$ cat src/sv/bdsb_pkg.sv
// ============================================================================
// bdsb_pkg: shared types and constants of the billboard depth sorter
// Entry, request and result records, register map and control codes.
// ============================================================================
package bdsb_pkg;

    localparam int MAX_ITEMS_DEF = 64;
    localparam int POS_W         = 24;
    localparam int ABS_W         = 24;
    localparam int SQ_W          = 2 * ABS_W;
    localparam int DIST_W        = SQ_W + 2;
    localparam int TAG_W         = 16;
    localparam int BLEND_W       = 8;
    localparam int SLOT_W        = 6;
    localparam int ADDR_W        = 4;
    localparam int DATA_W        = 32;

    typedef enum logic [1:0] {
        REG_CAMERA_X = 2'd0,
        REG_CAMERA_Y = 2'd1,
        REG_CAMERA_Z = 2'd2
    } reg_index_t;

    typedef enum logic {
        ST_LOAD  = 1'b0,
        ST_DRAIN = 1'b1
    } sort_state_t;

    typedef struct packed {
        logic signed [POS_W-1:0] pos_x;
        logic signed [POS_W-1:0] pos_y;
        logic signed [POS_W-1:0] pos_z;
        logic [BLEND_W-1:0]      blend_mode;
        logic [TAG_W-1:0]        instance_tag;
        logic                    set_end;
    } in_item_t;

    typedef struct packed {
        logic [TAG_W-1:0]  out_tag;
        logic [SLOT_W-1:0] sorted_slot;
        logic              additive;
        logic              batch_start;
        logic              run_last;
        logic              overflow;
    } out_item_t;

    typedef struct packed {
        logic [DIST_W-1:0] dist_sq;
        logic              additive;
        logic [TAG_W-1:0]  tag;
    } entry_t;

    typedef struct packed {
        entry_t entry;
        logic   set_end;
    } ins_req_t;

    typedef struct packed {
        logic ins_en;
        logic drain;
    } cell_ctrl_t;

endpackage

$ cat src/sv/bdsb_cell.sv
// ============================================================================
// bdsb_cell: one slot of the sorted chain
// Takes the new entry, its left neighbor's entry, or its right neighbor's, or holds its own.
// ============================================================================
module bdsb_cell (
    input  logic                   clk,
    input  bdsb_pkg::cell_ctrl_t   ctrl,
    input  logic                   in_list,
    input  bdsb_pkg::entry_t       new_entry,
    input  bdsb_pkg::entry_t       prev_entry,
    input  logic                   prev_ins,
    input  bdsb_pkg::entry_t       next_entry,
    output bdsb_pkg::entry_t       entry,
    output logic                   ins
);
    import bdsb_pkg::*;

    entry_t entry_reg, entry_next;
    logic   beats;

    always_comb
    begin
        if (new_entry.additive != entry_reg.additive)
        begin
            beats = new_entry.additive;
        end
        else
        begin
            beats = new_entry.dist_sq > entry_reg.dist_sq;
        end
        ins = !in_list || beats;
        entry_next = entry_reg;
        if (ctrl.drain)
        begin
            entry_next = next_entry;
        end
        else if (ctrl.ins_en && ins)
        begin
            entry_next = prev_ins ? prev_entry : new_entry;
        end
    end

    always_ff @(posedge clk)
    begin
        entry_reg <= entry_next;
    end

    assign entry = entry_reg;

endmodule

$ cat config.mk
export PLATFORM = sky130hd
export DESIGN_NAME = bdsb_cell
export DESIGN_NICKNAME = d
export VERILOG_FILES = /design/src/sv/bdsb_pkg.sv /design/src/sv/bdsb_cell.sv
export SDC_FILE = /design/constraint.sdc
export NUM_CORES = 1
export LEC_CHECK = 0
export BUFFER_PORTS_ARGS = -buffer_cell sky130_fd_sc_hd__buf_2
export CAP_MARGIN = 20
export CORE_ASPECT_RATIO = 0.9
export CORE_MARGIN = 4
export CORE_UTILIZATION = 45
export DETAILED_ROUTE_END_ITERATION = 12
export PLACE_DENSITY = 0.83
export SLEW_MARGIN = 40
export SYNTH_ARGS = -nofsm -noshare
export SYNTH_HDL_FRONTEND = slang
export SYNTH_SLANG_ARGS = --single-unit
$ cat constraint.sdc
create_clock -name clk -period 6.6 [get_ports clk]
set_input_delay 0.99 -clock clk [delete_from_list [all_inputs] [get_ports clk]]
set_output_delay 0.99 -clock clk [all_outputs]
set_load 0.005 [all_outputs]
After elaboration in Yosys (flattened, before gate mapping)
Cells that the tools add are included.
W data, S select, Z words.
Operators by class
  $lt $le $gt $ge: 1
  mux-type cells: 4
  reduce and logical (&&, ||, !) cells: 4
  equal/unequal tests: 1
Operator list (number)
  $mux W67: 3
  $gt A50 B50 Y1: 1
  $reduce_bool A2 Y1: 1
  $logic_and A1 B1 Y1: 1
  $logic_not A1 Y1: 1
  $logic_or A1 B1 Y1: 1
  $mux W1: 1
  $ne A1 B1 Y1: 1
Storage, ports and cells
  output and inout port bits: 68
  logic and storage cells: 13
  input port bits: 206
  bits in registers: 67

Depth between registers and ports, before layout
  word-level depth: 6
  depth in mapped cells: 8
  mapped depth without buffers: 8

Worst setup path after synthesis
No wires, ideal clock.
  path type: input to register
  start point: input port new_entry[33] in the netlist's numbering
  end point: register entry_reg (netlist bit entry[0]), enable pin
  cell stages on the path: 7
  library setup time: 514 ps
  required time: 6086 ps
  data arrival time: 5443 ps
  path slack: 642 ps
  path buffers: 0
  path through: ha_1 nand4_1 nor3_2 nand3_2 o211a_1 o2111a_1 a21oi_1
On the way
  longest elaborated chain between the ends: 5
RTL lines
  start, declared: line bdsb_cell.sv:9  | input bdsb_pkg::entry_t new_entry,
  $gt A50 B50 Y1: line bdsb_cell.sv:29  | beats = new_entry.dist_sq > entry_reg.dist_sq;
  $mux W1: line bdsb_cell.sv:23  | if (new_entry.additive != entry_reg.additive)
  $logic_or A1 B1 Y1: line bdsb_cell.sv:31  | ins = !in_list || beats;
  $logic_and A1 B1 Y1: line bdsb_cell.sv:37  | else if (ctrl.ins_en && ins)
  $reduce_bool A2 Y1 (no line)
  end signal, assigned: line bdsb_cell.sv:45  | entry_reg <= entry_next;
  end, declared: line bdsb_cell.sv:18  | entry_t entry_reg, entry_next;
Every way passes these cells.
A chain may end at the register's enable or synchronous reset.

Final worst setup path
  start point: input port new_entry[49] in the netlist's numbering
  end point: output port ins
On the way
  longest elaborated chain between the ends: 3
RTL lines
  $gt A50 B50 Y1: line bdsb_cell.sv:29
  $mux W1: line bdsb_cell.sv:23
  $logic_or A1 B1 Y1: line bdsb_cell.sv:31
  end, declared: line bdsb_cell.sv:14  | output logic ins
Every way passes these cells.

==> impl_metrics.csv <==
group,metric,value,unit
run_status,status,"finished clean",
critical_path,reg2regPathDepth,8,
clock_tree,clock-sinks,67,
die,io_pins,274,
power_and_ir_drop,leakagePower,3.361,nW
clock_tree,post-cts-setup-buffers,0,
clock_tree,root_buffer,"clkbuf_16",
critical_path,crit_path_max_incr_delay,0.44,ns
clock_tree,clock_latency,0.32,ns
global_route,grt_overflow,0,
critical_path,end_kind,"output pin",
critical_path,path_max_fanout,3,
sta,post-route-min-period,3.823,ns
yosys,synth_edf_count,67,
cells_and_area,area_growth,37.32,%
power_and_ir_drop,powerDensity,212.7,mW/mm²
yosys,ys_async_sr_fraction,0,%
yosys,yosys_register_bits,67,
critical_path,crit_chain,"buf_2, ha_1, nand4_1, nor4_1, nand2_1, o31ai_2, and2b_1, a21oi_1, buf_2",
cells_and_area,final_common_cell,"buf_2",
cells_and_area,layout_common_cells,"buf_2 (271), nand2_1 (78), mux2i_1 (67), edfxtp_1 (67), o21ai_1 (63)",
drt,wl_per_cell,15.71,µm
clock_tree,ctsHoldBuffers,0,
critical_path,critPathTopFamily,"simple AND/OR/NAND/NOR gates",
critical_path,worst-path-stages,9,
power_and_ir_drop,power.share.clock,33.1,%
critical_path,startpoint,"new_entry[49]",
critical_path,arrival,2.83,ns
min_path,hold_class,"primary input to register",
sta,rsz0062_at_grt,"false",
sta,finClkSkew,0.006924,ns
power_and_ir_drop,p_sw,383.1,µW
global_route,grt_pass1_wl,20770,µm
yosys,synthesis.instances,482,
cells_and_area,antennaDiodeCount,0,
global_route,antenna_found_initial,0,
critical_path,cp.required,5.61,ns
sta,timing.fmax,0.2616,GHz
drt,vias_per_cell,5.197,
sta,hold_ws,0.9521,ns
die,die_y,105.1,µm
sta,period_share,57.92,%
drt,post-route-drc-count,0,
die,core,0.01025,mm²
critical_path,ff2ff_setup_slack,3.41,ns
critical_path,rr_endpoint,"entry[15]",
yosys,ys_warn_count,0,
power_and_ir_drop,p_seq_share,41.0,%
sta,hold_violations,0,
power_and_ir_drop,power,1.378,mW
global_route,grt_max_degree,73,
sta,finalWorstSetupSlack,2.777,ns
cells_and_area,drive_gt1_share,39.68,%
critical_path,worst-setup-path-type,"primary input to output pin",
drt,wl,13830,µm
drt,drtIter0Drc,158,
drt,ant_nets,0,
clock_tree,cts_buffers,9,
clock_tree,cts_buffer_depth,2,
yosys,avgSynthCellArea,9.786,µm²
clock_tree,path_clk_slew,0.05,ns
sta,tns,0,ns
critical_path,r2r-start,"entry[54]",
critical_path,start_kind,"primary input",
critical_path,crit_top_cell,"buf_2",
critical_path,critical_path_buf_inv_count,2,
die,initial_core_util,46.03,%
power_and_ir_drop,power_frac_comb,25.9,%
power_and_ir_drop,ir_worst_vdd,0.0001065,V
clock_tree,h-tree-depth,3,
yosys,synth_ff_type,"edfxtp_1",
yosys,syn_area,0.004717,mm²
clock_tree,ctsResizeCount,0,
power_and_ir_drop,power.internal,994.5,µW
sta,report.final.slew_viol_count,0,
yosys,yosysSeqAreaShare,42.65,%
critical_path,worstSetupEndpoint,"ins",
cells_and_area,nNetsFinal,1002,
sta,tightest_slew,0.8069,ns
sta,finalSetupViolations,0,
global_route,grt_usage,21.61,%
clock_tree,tritoncts,"built",
place,globalplace.congestion,0.8916,
die,die_area,0.01219,mm²
sta,relSlewSlack,46.21,%
power_and_ir_drop,switching_share,27.81,%
cells_and_area,final_util,63.21,%
drt,num_vias,4573,
global_route,grt_pass1_vias,4548,
place,place_ws,2.646,ns
job,timing.max_cap.violations,0,
critical_path,slowest_stage,"nor4_1",
yosys,synth_nets,738,
die,core.rowCount,35,
place,io_buffer_count,273,
place,dp_hpwl,11430,µm
drt,dr.pass1.iters,5,
yosys,synth_cell_types,35,
cells_and_area,largest_reg_flops,67,
die,die_w,115.9,µm
==> layer usage <==
metal / vias up / wire length [µm] / GRT usage, %
li1: 2266 / - / -
met1: 2063 / 5267 / 24.76
met2: 215 / 7150 / 39.44
met3: 29 / 1153 / 4.574
met4: 0 / 255 / 6.959
met5: - / 0 / 0
==> worst min-delay path by stage <==
stage | from | end | slack, ns | depth (start not counted)
floorplan | next_entry[17] | entry[17] | 1.18 | 2
global placement | entry[16] | entry[27] | 1.08 | 4
detailed placement | entry[16] | entry[27] | 1.09 | 4
CTS | next_entry[20] | entry[20] | 0.94 | 3
global route | next_entry[25] | entry[25] | 0.95 | 3
finish | next_entry[20] | entry[20] | 0.95 | 3
==> cell type report <==
type                       instances  area, µm²
inverter                          54      202.7
sequential                        67       2012
multi-input combinational        338       2419
timing repair buffer             276       1398
clock buffer                      10      229.0
fill                             848       3770
clock inverter                     6      56.30
tap                              129      161.4
==> synthesized netlist by cell type (2+ instances only) <==
library cell | instances | area (µm²)
o22ai_1 | 2 | 12.51
inv_1 | 53 | 198.9
and4_1 | 2 | 17.52
edfxtp_1 | 67 | 2012
nand2_1 | 78 | 292.8
o21ai_0 | 12 | 60.06
clkbuf_1 | 15 | 56.30
mux2i_1 | 67 | 670.6
nor2_1 | 4 | 15.01
nand4_1 | 11 | 68.82
nor3_1 | 2 | 10.01
nand3_1 | 8 | 40.04
a21oi_1 | 21 | 105.1
a211oi_1 | 2 | 15.01
ha_1 | 50 | 625.6
o21ai_1 | 63 | 315.3
buf_2 | 7 | 35.03
==> worst reg2reg max path, delay by kind of cell (launching register included) <==
family,cells,cell delay [ns]
AOI/OAI and AO/OA,2,0.87
and+or+nand+nor,3,0.79
buffers and inverters,2,0.50
DFF,1,0.38
adders and majority gates,1,0.30
==> per-stage QoR <==
| step | std cells | area (µm²) |
|---|---|---|
| after floorplan | 482 | 4717 |
| after CTS | 880 | 6477 |
| final | 880 | 6477 |
| after detailed placement | 864 | 6192 |
| after global routing | 880 | 6477 |
| after global placement | 864 | 6188 |
==> power groups by stage <==
stage	Combinational [mW]	Sequential [mW]	Clock [mW]
floorplan	0.180	0.579	0
detailed placement	0.360	0.573	0
finish	0.357	0.564	0.456
global route	0.405	0.570	0.487
global placement	0.345	0.570	0
CTS	0.361	0.565	0.468
==> logic make-up (layout without fill, tap and decap cells) <==
kind of cell    after synthesis  in the layout  synth area share, %
mux                          67             67                14.22
compound gates              108            108                12.39
buf+inv                      77            346                6.313
flops                        67             67                42.65
fa+ha+maj                    50             50                13.26
simple gates                113            113                11.17
(Power assumes the default switching activity.)
