==> config.mk <==
export PLATFORM = sky130hd
export DESIGN_NAME = bdsb_dist
export DESIGN_NICKNAME = d
export VERILOG_FILES = /design/src/sv/bdsb_pkg.sv /design/src/sv/bdsb_dist.sv
export SDC_FILE = /design/constraint.sdc
export NUM_CORES = 2
export LEC_CHECK = 0
export BUFFER_PORTS_ARGS = -buffer_cell sky130_fd_sc_hd__buf_4
export CORE_MARGIN = 4
export CORE_UTILIZATION = 59
export DETAILED_ROUTE_END_ITERATION = 7
export HOLD_SLACK_MARGIN = 0.03
export PLACE_DENSITY = 0.8
export SYNTH_ARGS = -nofsm -noshare
export SYNTH_HDL_FRONTEND = slang
export SYNTH_SLANG_ARGS = --single-unit
==> constraint.sdc <==
create_clock -name clk -period 7.03 [get_ports clk]
set_input_delay 0.703 -clock clk [delete_from_list [all_inputs] [get_ports clk]]
set_output_delay 0.703 -clock clk [all_outputs]
set_load 0.1 [all_outputs]
==> src/sv/bdsb_pkg.sv <==
// ============================================================================
// bdsb_pkg: shared types and constants of the billboard depth sorter
// Entry, request and result records, register map and control codes.
// ============================================================================
package bdsb_pkg;

    localparam int MAX_ITEMS_DEF = 64;
    localparam int POS_W         = 24;
    localparam int ABS_W         = 24;
    localparam int SQ_W          = 2 * ABS_W;
    localparam int DIST_W        = SQ_W + 2;
    localparam int TAG_W         = 16;
    localparam int BLEND_W       = 8;
    localparam int SLOT_W        = 6;
    localparam int ADDR_W        = 4;
    localparam int DATA_W        = 32;

    typedef enum logic [1:0] {
        REG_CAMERA_X = 2'd0,
        REG_CAMERA_Y = 2'd1,
        REG_CAMERA_Z = 2'd2
    } reg_index_t;

    typedef enum logic {
        ST_LOAD  = 1'b0,
        ST_DRAIN = 1'b1
    } sort_state_t;

    typedef struct packed {
        logic signed [POS_W-1:0] pos_x;
        logic signed [POS_W-1:0] pos_y;
        logic signed [POS_W-1:0] pos_z;
        logic [BLEND_W-1:0]      blend_mode;
        logic [TAG_W-1:0]        instance_tag;
        logic                    set_end;
    } in_item_t;

    typedef struct packed {
        logic [TAG_W-1:0]  out_tag;
        logic [SLOT_W-1:0] sorted_slot;
        logic              additive;
        logic              batch_start;
        logic              run_last;
        logic              overflow;
    } out_item_t;

    typedef struct packed {
        logic [DIST_W-1:0] dist_sq;
        logic              additive;
        logic [TAG_W-1:0]  tag;
    } entry_t;

    typedef struct packed {
        entry_t entry;
        logic   set_end;
    } ins_req_t;

    typedef struct packed {
        logic ins_en;
        logic drain;
    } cell_ctrl_t;

endpackage

==> src/sv/bdsb_dist.sv <==
// ============================================================================
// bdsb_dist: squared camera distance pipeline
// Three stages: absolute axis differences, squares, and their sum.
// ============================================================================
module bdsb_dist (
    input  logic                                 clk,
    input  logic                                 rst_n,
    input  logic                                 in_valid,
    input  bdsb_pkg::in_item_t                   in_item,
    input  logic signed [bdsb_pkg::POS_W-1:0]    cam_x,
    input  logic signed [bdsb_pkg::POS_W-1:0]    cam_y,
    input  logic signed [bdsb_pkg::POS_W-1:0]    cam_z,
    output logic                                 out_valid,
    output bdsb_pkg::ins_req_t                   out_req
);
    import bdsb_pkg::*;

    logic signed [POS_W:0] dx, dy, dz;
    logic [ABS_W-1:0] ax_reg, ay_reg, az_reg, ax_next, ay_next, az_next;
    logic [SQ_W-1:0]  sx_reg, sy_reg, sz_reg, sx_next, sy_next, sz_next;
    logic [DIST_W-1:0] dist_reg, dist_next;
    logic v1_reg, v2_reg, v3_reg;
    logic [TAG_W-1:0] tag1_reg, tag2_reg, tag3_reg;
    logic add1_reg, add2_reg, add3_reg;
    logic end1_reg, end2_reg, end3_reg;

    always_comb
    begin
        dx = {in_item.pos_x[POS_W-1], in_item.pos_x} - {cam_x[POS_W-1], cam_x};
        dy = {in_item.pos_y[POS_W-1], in_item.pos_y} - {cam_y[POS_W-1], cam_y};
        dz = {in_item.pos_z[POS_W-1], in_item.pos_z} - {cam_z[POS_W-1], cam_z};
        ax_next = dx[POS_W] ? ABS_W'(-dx) : ABS_W'(dx);
        ay_next = dy[POS_W] ? ABS_W'(-dy) : ABS_W'(dy);
        az_next = dz[POS_W] ? ABS_W'(-dz) : ABS_W'(dz);
        sx_next = ax_reg * ax_reg;
        sy_next = ay_reg * ay_reg;
        sz_next = az_reg * az_reg;
        dist_next = DIST_W'(sx_reg) + DIST_W'(sy_reg) + DIST_W'(sz_reg);
    end

    always_ff @(posedge clk or negedge rst_n)
    begin
        if (!rst_n)
        begin
            v1_reg <= 1'b0;
            v2_reg <= 1'b0;
            v3_reg <= 1'b0;
        end
        else
        begin
            v1_reg <= in_valid;
            v2_reg <= v1_reg;
            v3_reg <= v2_reg;
        end
    end

    always_ff @(posedge clk)
    begin
        ax_reg   <= ax_next;
        ay_reg   <= ay_next;
        az_reg   <= az_next;
        tag1_reg <= in_item.instance_tag;
        add1_reg <= (in_item.blend_mode != '0);
        end1_reg <= in_item.set_end;
        sx_reg   <= sx_next;
        sy_reg   <= sy_next;
        sz_reg   <= sz_next;
        tag2_reg <= tag1_reg;
        add2_reg <= add1_reg;
        end2_reg <= end1_reg;
        dist_reg <= dist_next;
        tag3_reg <= tag2_reg;
        add3_reg <= add2_reg;
        end3_reg <= end2_reg;
    end

    assign out_valid              = v3_reg;
    assign out_req.entry.dist_sq  = dist_reg;
    assign out_req.entry.additive = add3_reg;
    assign out_req.entry.tag      = tag3_reg;
    assign out_req.set_end        = end3_reg;

endmodule

After elaboration in Yosys (flattened, before gate mapping). Cells that the tools add are included.

Register bits after elaboration: 323. Input port bits: 172. Output and inout bits: 69. Logic and storage cells: 34.

Add/subtract/negate cells: 8. Multiply operators: 3. Multiplexer cells: 3. Reductions and logical operators: 1.

Operators with widths (count): $mul A24 B24 Y48 (3); $sub A24 B24 Y25 (3); $mux W24 (3); $neg A24 Y24 (3); $add A49 B48 Y50 (1); $add A48 B48 Y49 (1); $reduce_bool A8 Y1 (1).

Logic depth before layout (Yosys ltp).
Word-level depth: 3. Depth in mapped cells: 30. Depth with buffers taken out: 29.

Worst setup path after synthesis. No wires, ideal clock.

Path type: flip-flop to flip-flop. Start: reg ax_reg[2]. End: reg sx_reg[47]. Setup time: 0.122 ns. Data arrival time: 7.312 ns. Data required time: 6.908 ns. Slack: -0.405 ns. Stages on the path, launching flop included: 31. Buffers on the path: 2. Clock period less this slack: 7.435 ns. Cell sequence: dfxtp_1 clkbuf_1 clkbuf_1 nand2_1 fa_1 inv_1 fa_1 inv_1 fa_1 inv_1 fa_1 inv_1 fa_1 inv_1 fa_1 inv_1 fa_1 inv_1 ha_1 a2111oi_0 o21ai_0 o21ai_0 o21ai_0 a41oi_1 o31a_1 o21ai_0 a221o_1 nand4_1 a41o_1 o21ai_0 xnor2_1.

Cells in the longest elaborated chain, start to end: 1.

Ends and longest elaborated chain: from (decl) (line bdsb_dist.sv:19) `logic [ABS_W-1:0] ax_reg, ay_reg, az_reg, ax_next, ay_next, az_next;`; from (signal assigned) (line bdsb_dist.sv:59) `ax_reg <= ax_next;`; $mul A24 B24 Y48 (line bdsb_dist.sv:35) `sx_next = ax_reg * ax_reg;`; named net sx_next[47] (line bdsb_dist.sv:20) `logic [SQ_W-1:0] sx_reg, sy_reg, sz_reg, sx_next, sy_next, sz_next;`; to (signal assigned) (line bdsb_dist.sv:65) `sx_reg <= sx_next;`; to (decl) (line bdsb_dist.sv:20).

The timed path passes the listed nets, and every way through them passes these cells.

Worst setup path in the final report.
Start: reg ay_reg[14]. End: reg sy_reg[47].

Cells in the longest elaborated chain, start to end: 1.

Ends and longest elaborated chain: from (decl) (line bdsb_dist.sv:19); from (signal assigned) (line bdsb_dist.sv:60) `ay_reg <= ay_next;`; $mul A24 B24 Y48 (line bdsb_dist.sv:36) `sy_next = ay_reg * ay_reg;`; named net sy_next[47] (line bdsb_dist.sv:20); to (signal assigned) (line bdsb_dist.sv:66) `sy_reg <= sy_next;`; to (decl) (line bdsb_dist.sv:20).

The timed path passes the listed nets, and every way through them passes these cells.

==> impl_metrics.ini <==
[detailed_routing]
drt_wl_total_um = 159000
drc = 0
drtIter0Drc = 2765
first_pass_iters = 6
viasPerCell = 5.32
vias = 48022
ant_nets = 0
routedWlPerCell_um = 17.6

[final_layout]
final-instance-count-excl-fill = 9027
insertedDiodeCount = 0
final_layout_size_suffix_gt1_share_pct = 17.1
largest_reg_flops = 50
syn2layout_area_growth_pct = 17.6
final_util_pct = 70.2
final_nets = 9745

[outcome]
violations = negative setup slack
status = finished with violations

[sta]
rsz0062_at_grt = yes
period_share_pct = 101
worstMarginPinSlew_ps = 1120
final_max_slew_viol_count = 0
fin_tns_setup_ps = -347
fin_skew_ps = 29.4
fmax_ghz = 0.140
hold_viol = 0
relSlewSlack_pct = 25.4
setup_viol = 9
fin_crit_ps = 7120
finalWorstSetupSlack_ps = -94.1

[yosys]
synth-seq-cells = 320
netlist_area_um2 = 63200
async_flop_share_pct = 0.938
yosysUniqueCellTypes = 88
synth_top_area_share_pct = 41.7
netlist_instances = 6809
synth.area.top_cells = fa_1, ha_1, inv_1, dfxtp_1, and2_1
synth_commonest_cells = inv_1, fa_1, ha_1
synth_edf_count = 0
yosys.area.top_type = fa_1
ys.flop_type = dfxtp_1
syn_avg_cell_area_um2 = 9.27
ys_seq_area_share_pct = 10.2
yosysMostFrequentCell = inv_1
yosys_warnings = 0

[setup_path]
crit_required_ps = 7560
ff2ff_path_depth = 29
arrival_ps = 7660
endpoint = sy_reg[47]
path_buf_inv = 8
crit_slowest_cell = fa_1
path_depth = 29
reg2reg_to = sy_reg[47]
crit_family = adder cells
path_max_fanout = 17
crit_path_end_kind = register
path_common_cell = fa_1
rrSetupSlack_ps = -90
critPathMaxStageDelay_ps = 580
critPathKind = reg -> reg
startpoint = ay_reg[14]
rr_startpoint = ay_reg[14]
cp-start-kind = register

[place]
hpwl_um = 134000
dp_cells = 8889
io_buffers = 240
gp_congestion = 0.942

[clock_tree]
cts_tree = done
cts_max_level = 2
clk_pin_slew_ps = 70
clock_path_buffers = 3
cts_sinks = 320
cts_buffers = 38
clkLatencyLatePin_ps = 610
root_buffer = clkbuf_16

[floorplanning]
start_util_pct = 59.7
coreArea_um2 = 106000
die_w_um = 335
placementRows = 119
io_pins = 241
die_height_um = 335
dieArea_um2 = 112000

[min_path]
hp-class = in -> reg

[job]
max_cap_violations = 0

[global_routing]
grt_pass1_wl_um = 259000
grtUsageTotal_pct = 28.6
grt_pass1_vias = 52669
grt_max_degree = 25
antenna_found_initial = 6
globalRouteOverflowTotal = 0
## per-layer routing
metal  share of wire, %  wire [µm]  track usage [%]
met5                  0          0                0
met2                 50      79900             49.8
met1                 38      60500             35.7
met3                6.8      10800             4.61
met4                4.9       7740             11.6
## layout make-up
| cell class | count | area, µm² |
|---|---|---|
| clock buffers | 43 | 980 |
| multi-input cells | 4413 | 50100 |
| repair buffers | 927 | 7420 |
| well taps | 1391 | 1740 |
| inverters | 1907 | 7160 |
| clock inverters | 26 | 320 |
| fillers | 7454 | 31500 |
| flip-flops and latches | 320 | 6560 |
## cells by family after synthesis
kind of cell / after synthesis / synth area share [%]
buf+inv: 2078 / 12.4
fa+ha+maj: 1966 / 54.6
simple gates: 1380 / 10.7
compound gates: 732 / 7.52
xor+xnor: 323 / 4.48
flops: 320 / 10.2
mux: 9 / 0.153
other cells: 1 / 0.00594
## layout by cell type (no fill, tap or decap), types with 17 or more instances in the layout
cell / count
fa_2: 25
buf_6: 46
nor2b_1: 42
fa_1: 1291
a31oi_1: 29
and2_1: 340
o21ai_0: 86
nand2b_1: 33
inv_1: 1884
and3_1: 21
dfxtp_1: 262
o211ai_1: 20
clkbuf_16: 40
xnor2_1: 205
a21o_1: 125
or2_2: 17
o21a_1: 37
dfxtp_2: 26
nand3_1: 47
a21oi_2: 32
a21oi_1: 208
dfxtp_4: 29
ha_4: 29
inv_2: 23
nand2_2: 27
nor3_1: 34
nor2_1: 177
ha_1: 618
xor2_1: 110
nand2_1: 534
buf_4: 855
o21bai_1: 32
## how the worst min path moves through the flow
stage	slack, ps	end	cells past startpoint	from
after global placement	310	tag2_reg[9]	0	tag1_reg[9]
after global routing	160	tag1_reg[15]	1	in_item[16]
after floorplan	310	add2_reg	0	add1_reg
after CTS	150	tag1_reg[11]	1	in_item[12]
final	190	tag1_reg[15]	1	in_item[16]
after detailed placement	310	tag3_reg[14]	0	tag2_reg[14]
## timing repair
item,in CTS,in global routing
pin swaps,64,117
hold endpoints to repair,3,0
cloned,0,2
setup endpoints to repair,39,46
resized for setup,173,228
buffers inserted,37,33
hold buffers,1,0
## metrics by stage
stage	instance area (µm²)	hold slack [ps]	setup slack [ps]
detailed placement	70900	312	-750
floorplan	63300	310	-10.7
global placement	70900	310	-611
finish	74200	194	-94.1
global route	74200	161	-344
CTS	73000	152	-51.1
Power is not shown: default switching activity piles up to over one toggle a cycle in this logic, so the estimate is an artifact.
